===== src/rtl/itoa_pkg.sv =====
package itoa_pkg;

    localparam int MAX_DIGITS = 64;
    localparam int DIGIT_W    = 4;
    localparam int COUNT_W    = $clog2(MAX_DIGITS + 1);
    localparam int POS_W      = $clog2(MAX_DIGITS);
    localparam int VALUE_W    = 64;
    localparam int RADIX_W    = 5;
    localparam int CHAR_W     = 8;

    localparam logic [RADIX_W-1:0] RADIX_MIN = 5'd2;
    localparam logic [RADIX_W-1:0] RADIX_MAX = 5'd16;
    localparam logic [RADIX_W-1:0] RADIX_DEC = 5'd10;

    localparam logic [CHAR_W-1:0] ASCII_MINUS = 8'h2D;
    localparam logic [CHAR_W-1:0] ASCII_ZERO  = 8'h30;
    localparam logic [CHAR_W-1:0] ASCII_ALPHA = 8'h37;   // 'A' - 10
    localparam logic [CHAR_W-1:0] ASCII_NUL   = 8'h00;

    typedef struct packed {
        logic clear;
        logic load_bit;
        logic shift_up;
    } row_ctrl_t;

    function automatic logic [CHAR_W-1:0] glyph(input logic [DIGIT_W-1:0] d);
        logic [CHAR_W-1:0] ext;
        ext = {{(CHAR_W-DIGIT_W){1'b0}}, d};
        if (d < 4'd10)
            glyph = ASCII_ZERO + ext;
        else
            glyph = ASCII_ALPHA + ext;
    endfunction

endpackage


===== src/rtl/itoa_in_if.sv =====
interface itoa_in_if;
    logic                                valid;
    logic                                ready;
    logic signed [itoa_pkg::VALUE_W-1:0] value;
    logic        [itoa_pkg::RADIX_W-1:0] radix;

    modport source (output valid, output value, output radix, input ready);
    modport sink   (input valid, input value, input radix, output ready);
endinterface


===== src/rtl/itoa_out_if.sv =====
interface itoa_out_if;
    logic                         valid;
    logic                         ready;
    logic [itoa_pkg::CHAR_W-1:0]  character;
    logic                         last;
    logic                         bad_radix;

    modport source (output valid, output character, output last, output bad_radix,
                    input ready);
    modport sink   (input valid, input character, input last, input bad_radix,
                    output ready);
endinterface


===== src/rtl/itoa_digit_row.sv =====
module itoa_digit_row (
    input  logic                                clk,
    input  logic                                rst_n,
    input  itoa_pkg::row_ctrl_t                 ctrl,
    input  logic                                bit_in,
    input  logic [itoa_pkg::RADIX_W-1:0]        radix,
    output logic [itoa_pkg::DIGIT_W-1:0]        top_digit,
    output logic [itoa_pkg::COUNT_W-1:0]        digit_count
);

    localparam int N = itoa_pkg::MAX_DIGITS;

    logic [itoa_pkg::DIGIT_W-1:0] cell_reg  [N];
    logic [itoa_pkg::DIGIT_W-1:0] cell_next [N];
    logic [itoa_pkg::COUNT_W-1:0] count_reg;
    logic [itoa_pkg::COUNT_W-1:0] count_next;

    logic [N-1:0] gen;
    logic [N-1:0] prop;
    logic [N:0]   sum;
    logic [N:0]   carry;

    // Each cell doubles its digit and adds the carry from below; a cell
    // generates a carry when 2d >= radix and passes one on when 2d == radix-1.
    always_comb
    begin
        logic [itoa_pkg::RADIX_W-1:0] dbl;
        logic [itoa_pkg::RADIX_W-1:0] t;
        logic [itoa_pkg::RADIX_W-1:0] diff;
        for (int i = 0; i < N; i++)
        begin
            dbl     = {cell_reg[i], 1'b0};
            gen[i]  = (dbl >= radix);
            prop[i] = (dbl == (radix - 5'd1));
        end
        sum = {1'b0, gen} + {1'b0, gen | prop} + {{N{1'b0}}, bit_in};
        carry[N] = sum[N];
        for (int i = 0; i < N; i++)
            carry[i] = sum[i] ^ gen[i] ^ (gen[i] | prop[i]);
        for (int i = 0; i < N; i++)
        begin
            t    = {cell_reg[i], carry[i]};
            diff = t - radix;
            if (t >= radix)
                cell_next[i] = diff[itoa_pkg::DIGIT_W-1:0];
            else
                cell_next[i] = t[itoa_pkg::DIGIT_W-1:0];
        end
        // a new top digit can only appear just above the current one
        count_next = count_reg + {{(itoa_pkg::COUNT_W-1){1'b0}}, carry[count_reg]};
    end

    always_ff @(posedge clk)
    begin
        if (ctrl.clear)
        begin
            for (int i = 0; i < N; i++)
                cell_reg[i] <= '0;
        end
        else if (ctrl.load_bit)
        begin
            for (int i = 0; i < N; i++)
                cell_reg[i] <= cell_next[i];
        end
        else if (ctrl.shift_up)
        begin
            for (int i = N - 1; i > 0; i--)
                cell_reg[i] <= cell_reg[i-1];
            cell_reg[0] <= '0;
        end
    end

    always_ff @(posedge clk or negedge rst_n)
    begin
        if (!rst_n)
            count_reg <= '0;
        else if (ctrl.clear)
            count_reg <= '0;
        else if (ctrl.load_bit)
            count_reg <= count_next;
    end

    assign top_digit   = cell_reg[N-1];
    assign digit_count = count_reg;

endmodule


===== src/rtl/integer_to_radix_ascii.sv =====
// Converts a signed 64-bit integer to ASCII digits in a base from 2 to 16.
// operand (sink): value, radix. result (source): character, last, bad_radix,
// one item per character, most significant digit first, last set on the
// final one. A negative value is converted by its magnitude; a '-' leads
// only in base 10. Zero gives "0". A radix outside 2..16 gives a single
// item with character 0, last 1 and bad_radix 1.
// One item is converted at a time; operand.ready is high only while idle.
// Conversion shifts the magnitude bit by bit into a row of radix-r digit
// cells (one carry chain across the row per cycle); readout then shifts
// the row out one digit a cycle while the result slot is free, leading
// zero cells dropped, after a '-' if the value is negative in base 10.
// A bad radix gives its item without a conversion.
// The result register holds its item while result.ready is low and the
// readout pauses until the slot frees; conversion is not affected.
// Reset clears the control state and the result valid; digit cells are
// cleared at the start of every conversion.
module integer_to_radix_ascii (
    input  logic       clk,
    input  logic       rst_n,
    itoa_in_if.sink    operand,
    itoa_out_if.source result
);

    localparam logic [2:0] ST_IDLE = 3'd0;
    localparam logic [2:0] ST_CONV = 3'd1;
    localparam logic [2:0] ST_SIGN = 3'd2;
    localparam logic [2:0] ST_EMIT = 3'd3;
    localparam logic [2:0] ST_BAD  = 3'd4;

    localparam logic [itoa_pkg::POS_W-1:0]   POS_LAST  = itoa_pkg::POS_W'(itoa_pkg::MAX_DIGITS - 1);
    localparam logic [itoa_pkg::COUNT_W-1:0] COUNT_ONE = itoa_pkg::COUNT_W'(1);
    localparam logic [itoa_pkg::COUNT_W-1:0] COUNT_TOP = itoa_pkg::COUNT_W'(itoa_pkg::MAX_DIGITS);

    logic [2:0] state_reg, state_next;
    logic [itoa_pkg::VALUE_W-1:0] mag_reg, mag_next;
    logic [itoa_pkg::RADIX_W-1:0] radix_reg, radix_next;
    logic                         sign_reg, sign_next;
    logic [itoa_pkg::POS_W-1:0]   pos_reg, pos_next;

    logic                         out_valid_reg, out_valid_next;
    logic [itoa_pkg::CHAR_W-1:0]  out_char_reg, out_char_next;
    logic                         out_last_reg, out_last_next;
    logic                         out_bad_reg, out_bad_next;

    itoa_pkg::row_ctrl_t          row_ctrl;
    logic [itoa_pkg::DIGIT_W-1:0] top_digit;
    logic [itoa_pkg::COUNT_W-1:0] digit_count;
    logic [itoa_pkg::COUNT_W-1:0] ndig;
    logic                         slot_free;
    logic                         in_fire;
    logic                         radix_ok;
    logic                         neg;
    logic                         pos_live;

    itoa_digit_row u_row (
        .clk         (clk),
        .rst_n       (rst_n),
        .ctrl        (row_ctrl),
        .bit_in      (mag_reg[itoa_pkg::VALUE_W-1]),
        .radix       (radix_reg),
        .top_digit   (top_digit),
        .digit_count (digit_count)
    );

    assign operand.ready = (state_reg == ST_IDLE);
    assign in_fire   = operand.valid && operand.ready;
    assign radix_ok  = operand.radix inside {[itoa_pkg::RADIX_MIN:itoa_pkg::RADIX_MAX]};
    assign neg       = operand.value[itoa_pkg::VALUE_W-1];
    assign slot_free = !out_valid_reg || result.ready;
    assign ndig      = (digit_count == '0) ? COUNT_ONE : digit_count;
    // top cell holds digit (63 - pos); it is a real digit once below ndig
    assign pos_live  = (({1'b0, pos_reg} + ndig) >= COUNT_TOP);

    always_comb
    begin
        state_next     = state_reg;
        mag_next       = mag_reg;
        radix_next     = radix_reg;
        sign_next      = sign_reg;
        pos_next       = pos_reg;
        out_valid_next = out_valid_reg && !result.ready;
        out_char_next  = out_char_reg;
        out_last_next  = out_last_reg;
        out_bad_next   = out_bad_reg;
        row_ctrl       = '0;
        case (state_reg)
            ST_IDLE:
            begin
                if (in_fire)
                begin
                    if (radix_ok)
                    begin
                        mag_next     = neg ? (~operand.value + 64'd1) : operand.value;
                        radix_next   = operand.radix;
                        sign_next    = neg && (operand.radix == itoa_pkg::RADIX_DEC);
                        pos_next     = '0;
                        row_ctrl.clear = 1'b1;
                        state_next   = ST_CONV;
                    end
                    else
                        state_next = ST_BAD;
                end
            end
            ST_CONV:
            begin
                row_ctrl.load_bit = 1'b1;
                mag_next = {mag_reg[itoa_pkg::VALUE_W-2:0], 1'b0};
                pos_next = pos_reg + 1'b1;
                if (pos_reg == POS_LAST)
                    state_next = sign_reg ? ST_SIGN : ST_EMIT;
            end
            ST_SIGN:
            begin
                if (slot_free)
                begin
                    out_valid_next = 1'b1;
                    out_char_next  = itoa_pkg::ASCII_MINUS;
                    out_last_next  = 1'b0;
                    out_bad_next   = 1'b0;
                    state_next     = ST_EMIT;
                end
            end
            ST_EMIT:
            begin
                // drop leading zero cells without using the result slot
                if (!pos_live || slot_free)
                begin
                    row_ctrl.shift_up = 1'b1;
                    pos_next = pos_reg + 1'b1;
                    if (pos_live)
                    begin
                        out_valid_next = 1'b1;
                        out_char_next  = itoa_pkg::glyph(top_digit);
                        out_last_next  = (pos_reg == POS_LAST);
                        out_bad_next   = 1'b0;
                    end
                    if (pos_reg == POS_LAST)
                        state_next = ST_IDLE;
                end
            end
            ST_BAD:
            begin
                if (slot_free)
                begin
                    out_valid_next = 1'b1;
                    out_char_next  = itoa_pkg::ASCII_NUL;
                    out_last_next  = 1'b1;
                    out_bad_next   = 1'b1;
                    state_next     = ST_IDLE;
                end
            end
            default:
                state_next = ST_IDLE;
        endcase
    end

    always_ff @(posedge clk or negedge rst_n)
    begin
        if (!rst_n)
        begin
            state_reg     <= ST_IDLE;
            out_valid_reg <= 1'b0;
            pos_reg       <= '0;
            sign_reg      <= 1'b0;
        end
        else
        begin
            state_reg     <= state_next;
            out_valid_reg <= out_valid_next;
            pos_reg       <= pos_next;
            sign_reg      <= sign_next;
        end
    end

    always_ff @(posedge clk)
    begin
        mag_reg      <= mag_next;
        radix_reg    <= radix_next;
        out_char_reg <= out_char_next;
        out_last_reg <= out_last_next;
        out_bad_reg  <= out_bad_next;
    end

    assign result.valid     = out_valid_reg;
    assign result.character = out_char_reg;
    assign result.last      = out_last_reg;
    assign result.bad_radix = out_bad_reg;

    a_bad_shape: assert property (@(posedge clk) disable iff (!rst_n)
        (out_valid_reg && out_bad_reg) |-> (out_last_reg && out_char_reg == itoa_pkg::ASCII_NUL))
        else $error("bad radix item must be a lone NUL with last set");

    a_emit_ends_last: assert property (@(posedge clk) disable iff (!rst_n)
        (state_reg == ST_EMIT && state_next == ST_IDLE) |=> (out_valid_reg && out_last_reg))
        else $error("conversion ended without a last character");

    a_sign_decimal: assert property (@(posedge clk) disable iff (!rst_n)
        (state_reg == ST_SIGN) |-> (sign_reg && radix_reg == itoa_pkg::RADIX_DEC))
        else $error("sign emitted outside base ten");

    a_count_bound: assert property (@(posedge clk) disable iff (!rst_n)
        (state_reg == ST_EMIT) |-> (digit_count <= COUNT_TOP))
        else $error("digit count beyond row length");

endmodule

===== src/flat_wrapper.sv =====
// flat-port wrapper written by rule: the top's interface ports become plain ports
module integer_to_radix_ascii_flat 
  (clk, rst_n, operand_valid, operand_value, operand_radix, operand_ready, result_valid, result_character, result_last, result_bad_radix, result_ready);
  itoa_in_if operand_i ();
  itoa_out_if result_i ();
  input  logic clk;
  input  logic rst_n;
  input wire logic [$bits(operand_i.valid)-1:0] operand_valid;
  input wire logic [$bits(operand_i.value)-1:0] operand_value;
  input wire logic [$bits(operand_i.radix)-1:0] operand_radix;
  output wire logic [$bits(operand_i.ready)-1:0] operand_ready;
  output wire logic [$bits(result_i.valid)-1:0] result_valid;
  output wire logic [$bits(result_i.character)-1:0] result_character;
  output wire logic [$bits(result_i.last)-1:0] result_last;
  output wire logic [$bits(result_i.bad_radix)-1:0] result_bad_radix;
  input wire logic [$bits(result_i.ready)-1:0] result_ready;
  assign operand_i.valid = operand_valid;
  assign operand_i.value = operand_value;
  assign operand_i.radix = operand_radix;
  assign operand_ready = operand_i.ready;
  assign result_valid = result_i.valid;
  assign result_character = result_i.character;
  assign result_last = result_i.last;
  assign result_bad_radix = result_i.bad_radix;
  assign result_i.ready = result_ready;
  integer_to_radix_ascii u_core (.clk(clk), .rst_n(rst_n), .operand(operand_i), .result(result_i));
endmodule

===== config.mk =====
export PLATFORM = sky130hd
export DESIGN_NAME = integer_to_radix_ascii_flat
export DESIGN_NICKNAME = d
export VERILOG_FILES = /design/src/rtl/itoa_pkg.sv /design/src/rtl/itoa_in_if.sv /design/src/rtl/itoa_out_if.sv /design/src/rtl/itoa_digit_row.sv /design/src/rtl/integer_to_radix_ascii.sv /design/src/flat_wrapper.sv
export SDC_FILE = /design/constraint.sdc
export NUM_CORES = 2
export LEC_CHECK = 0
export BUFFER_PORTS_ARGS = -buffer_cell sky130_fd_sc_hd__buf_4
export CAP_MARGIN = 20
export CORE_ASPECT_RATIO = 0.6
export CORE_UTILIZATION = 50
export CTS_CLUSTER_DIAMETER = 120
export DETAILED_ROUTE_END_ITERATION = 12
export GPL_ROUTABILITY_DRIVEN = 1
export PLACE_DENSITY = 0.66
export SLEW_MARGIN = 0
export SYNTH_ARGS = -nofsm -noshare
export SYNTH_HDL_FRONTEND = slang
export SYNTH_SLANG_ARGS = --single-unit

===== constraint.sdc =====
create_clock -name clk -period 15.6 [get_ports clk]
set_input_delay 0 -clock clk [delete_from_list [all_inputs] [get_ports clk]]
set_output_delay 0 -clock clk [all_outputs]
set_load 0.05 [all_outputs]

==> flow_summary.ini <==
[outcome]
status = completed

[clocking]
cts.clk_slew.worst_paths_ns = 0.07
clk_latency_ns = 0.62
cts-root-buf = clkbuf_16
ctsHtreeMaxLevel = 2
clk_path_buf_depth = 3
post_cts_resized = 0
cts_tree = built
clock-sinks = 352
cts_buffers = 42

[worst_setup_path]
reg2regPathDepth = 31
crit_arrival_ns = 9.71
cp_common_cell = ha_1
crit_slowest_cell = a311oi_1
r2r_end = u_core.u_row.digit_count[6]$_DFFE_PN0P_
path_class = reg -> reg
worstSetupEndpointType = register
cp_max_fo = 39
required_ns = 16.07
max_stage_delay_ns = 0.82
start_kind = register
reg2reg_slack_ns = 6.37
r2r-start = u_core.radix_reg[1]$_DFFE_PP_

[floorplan]
dieArea_mm2 = 0.0761
rows = 77
die_w_um = 356
chipHeight_um = 214
coreArea_mm2 = 0.0739
io_pins = 85
start_util_pct = 50.7

[detailed_routing]
dr_wl_met3_mm = 14.7
routed_wl_mm = 126
wire_per_inst_um = 22.2
drc = 0
viasPerCell = 6.34
drtPass1Iterations = 6
antenna_left = 0
drt-met1-wl_mm = 61.5
routed.top_layer = met4
vias = 36024
drt_iter0_drc = 4479
met2WireLength_mm = 47.8

[synthesis]
syn-num-nets = 5059
yosys.area_share.simple_pct = 18.4
synth_top_family_by_area = compound AO/OA/AOI/OAI gates
async_reset_ff_share_pct = 5.11
synth_xor_area_share_pct = 12.0
synth_seq_cells = 352
synth_area_mm2 = 0.0375
synthAdderAreaFrac_pct = 14.6
syn_avg_cell_area_um2 = 8.17
seq_area_frac_synth_pct = 24.8
synthMuxAreaShare_pct = 1.61
yosysWarnings = 0
syn_inst = 4588
synth_compound_area_share_pct = 23.8
synth.distinct_cells = 106
synthFlopType = edfxtp_1
synth-edff-count = 214

[sta]
holdWs_ns = 0.122
fmax_ghz = 0.108
period_share_pct = 59.2
final_hold_viol_count = 0
max_slew.worst_pin.slew_ns = 1.07
setup_viol = 0
layout_min_cycle_time_ns = 9.23
rsz0062_at_grt = false
slew_violations = 0
tns_ns = 0
slew_headroom_pct = 28.5
fin_skew_ns = 0.0287

[global_routing]
grt_overflow = 0
grt_usage_pct = 32.3
grt_max_degree = 203
antenna_found_initial = 1
grt_first_pass_wirelength_mm = 196
grt_pass1_vias = 32803

[pwr]
design_power_total_mw = 9.22
power_density_mw_per_mm2 = 223
combPwrFrac_pct = 62.5
vdd_drop_max_uv = 297
switching_share_pct = 50.9
seqPwrFrac_pct = 25.7
p_switching_mw = 4.69
internal_power_mw = 4.53
clockPowerShare_pct = 11.9
power.leakage_nw = 17.2

[finish]
diodes = 0
nets = 5132
drive_gt1_share_pct = 5.88
fin_util_pct = 56.0
largest_reg_flops = 256
area_growth_pct = 10.4

[hold_path]
min_path_cells = 2
hp-start = operand_radix[1]
hold-path-endpoint = u_core.radix_reg[1]$_DFFE_PP_
hold_class = in -> reg

[placement]
routabilityCongestion = 0.967
dp_hpwl_mm = 85.2
portBuffers = 83

[flow_run]
max_cap_violations = 0
## routing by layer
layer	vias to the layer above	GRT usage (%)
li1	16948	-
met1	17099	52.2
met2	1818	42.8
met3	159	7.22
met4	0	5.56
met5	-	0
## worst max path at each step
stage / startpoint / endpoint / slack (ns) / depth (start not counted)
6_report: u_core.radix_reg[1]$_DFFE_PP_ / u_core.u_row.digit_count[6]$_DFFE_PN0P_ / 6.37 / 31
5_1_grt: u_core.radix_reg[1]$_DFFE_PP_ / u_core.u_row.cell_reg[0][179]$_SDFFE_PP0P_ / 5.91 / 31
4_1_cts: u_core.radix_reg[1]$_DFFE_PP_ / u_core.u_row.digit_count[6]$_DFFE_PN0P_ / 6.62 / 31
3_5_place_dp: u_core.radix_reg[1]$_DFFE_PP_ / u_core.u_row.digit_count[6]$_DFFE_PN0P_ / 6.66 / 31
3_3_place_gp: u_core.radix_reg[1]$_DFFE_PP_ / u_core.u_row.cell_reg[0][178]$_SDFFE_PP0P_ / 6.87 / 31
2_1_floorplan: u_core.radix_reg[1]$_DFFE_PP_ / u_core.u_row.digit_count[6]$_DFFE_PN0P_ / 4.57 / 32
## critical path: cells and delay by family (launching register included)
family | cells | cell delay, ns
adder cells (fa/ha/maj) | 5 | 1.40
flip-flops | 1 | 0.35
XOR/XNOR | 3 | 0.45
AND/OR/NAND/NOR | 10 | 2.26
AO/OA/AOI/OAI | 8 | 2.92
buffers and inverters | 5 | 1.64
## final cells by class
cell class	count	area [um^2]
fill	6703	32500
clock buffer	58	1160
clock inverter	20	298
tap	987	1230
multi-input combinational	3806	26500
inverter	227	863
sequential	352	9280
timing repair buffer	232	2040
## logic make-up after synthesis
logic type               count (synthesis)
adder cells (fa/ha/maj)                398
XOR/XNOR                               451
other                                    1
buffers and inverters                  430
AND/OR/NAND/NOR                       1492
multiplexers                            58
flip-flops                             352
AO/OA/AOI/OAI                         1406
## cell usage after synthesis, types with 50 or more instances
cell type	number	area [um^2]
nand2_1	401	1510
nor3_1	87	435
nand3_1	59	295
xnor2_1	160	1400
inv_1	224	841
mux2i_1	50	500
xor2_1	252	2210
a21o_1	118	886
dfxtp_1	120	2400
clkbuf_1	133	499
a21oi_1	456	2280
nand4_1	105	657
ha_1	333	4170
a221oi_1	88	771
o21ai_0	332	1660
edfxtp_1	214	6430
fa_1	65	1300
nor2_1	596	2240
## metrics by stage
step	cell area [um^2]	std cells	setup WS [ns]
6_report	41400	5682	6.37
3_3_place_gp	38900	5503	6.87
5_1_grt	41400	5682	5.91
4_1_cts	41400	5682	6.62
2_1_floorplan	37500	4588	4.57
3_5_place_dp	38900	5503	6.66
## power by group through the flow
stage	sequential (mW)	clock [mW]	combinational, mW
5_1_grt	2.41	1.14	6.39
3_3_place_gp	2.34	0	5.49
3_5_place_dp	2.34	0	5.59
4_1_cts	2.33	1.11	5.64
6_report	2.37	1.09	5.76
2_1_floorplan	2.15	0	4.27
## cell usage in the layout, fill, tap and decap left out, drive strengths merged, types with 32 or more instances in the layout
cell         netlist  routed
ha               333     333
xnor2            163     163
nand4            105     105
dfxtp            120     120
buf               70     131
xor2             252     252
a22o              35      35
o211ai            34      34
clkbuf           133      58
o21a              47      47
a21oi            457     457
a221oi            88      88
nor3              89      89
fa                65      65
inv              225     228
nand3             59      59
a22oi             37      37
or3               41      41
a211oi            43      43
nor2             597     597
xnor3             32      32
mux2i             50      50
nand2            401     401
edfxtp           214     214
a21o             118     118
dlygate4sd3        0     101
o21ai            342     342
## timing repair
item                                   in CTS  in global routing
endpoints found under the hold margin      93                  0
hold buffers                              101                  0
buffers inserted                            0                  0
(Power assumes the default switching activity.)
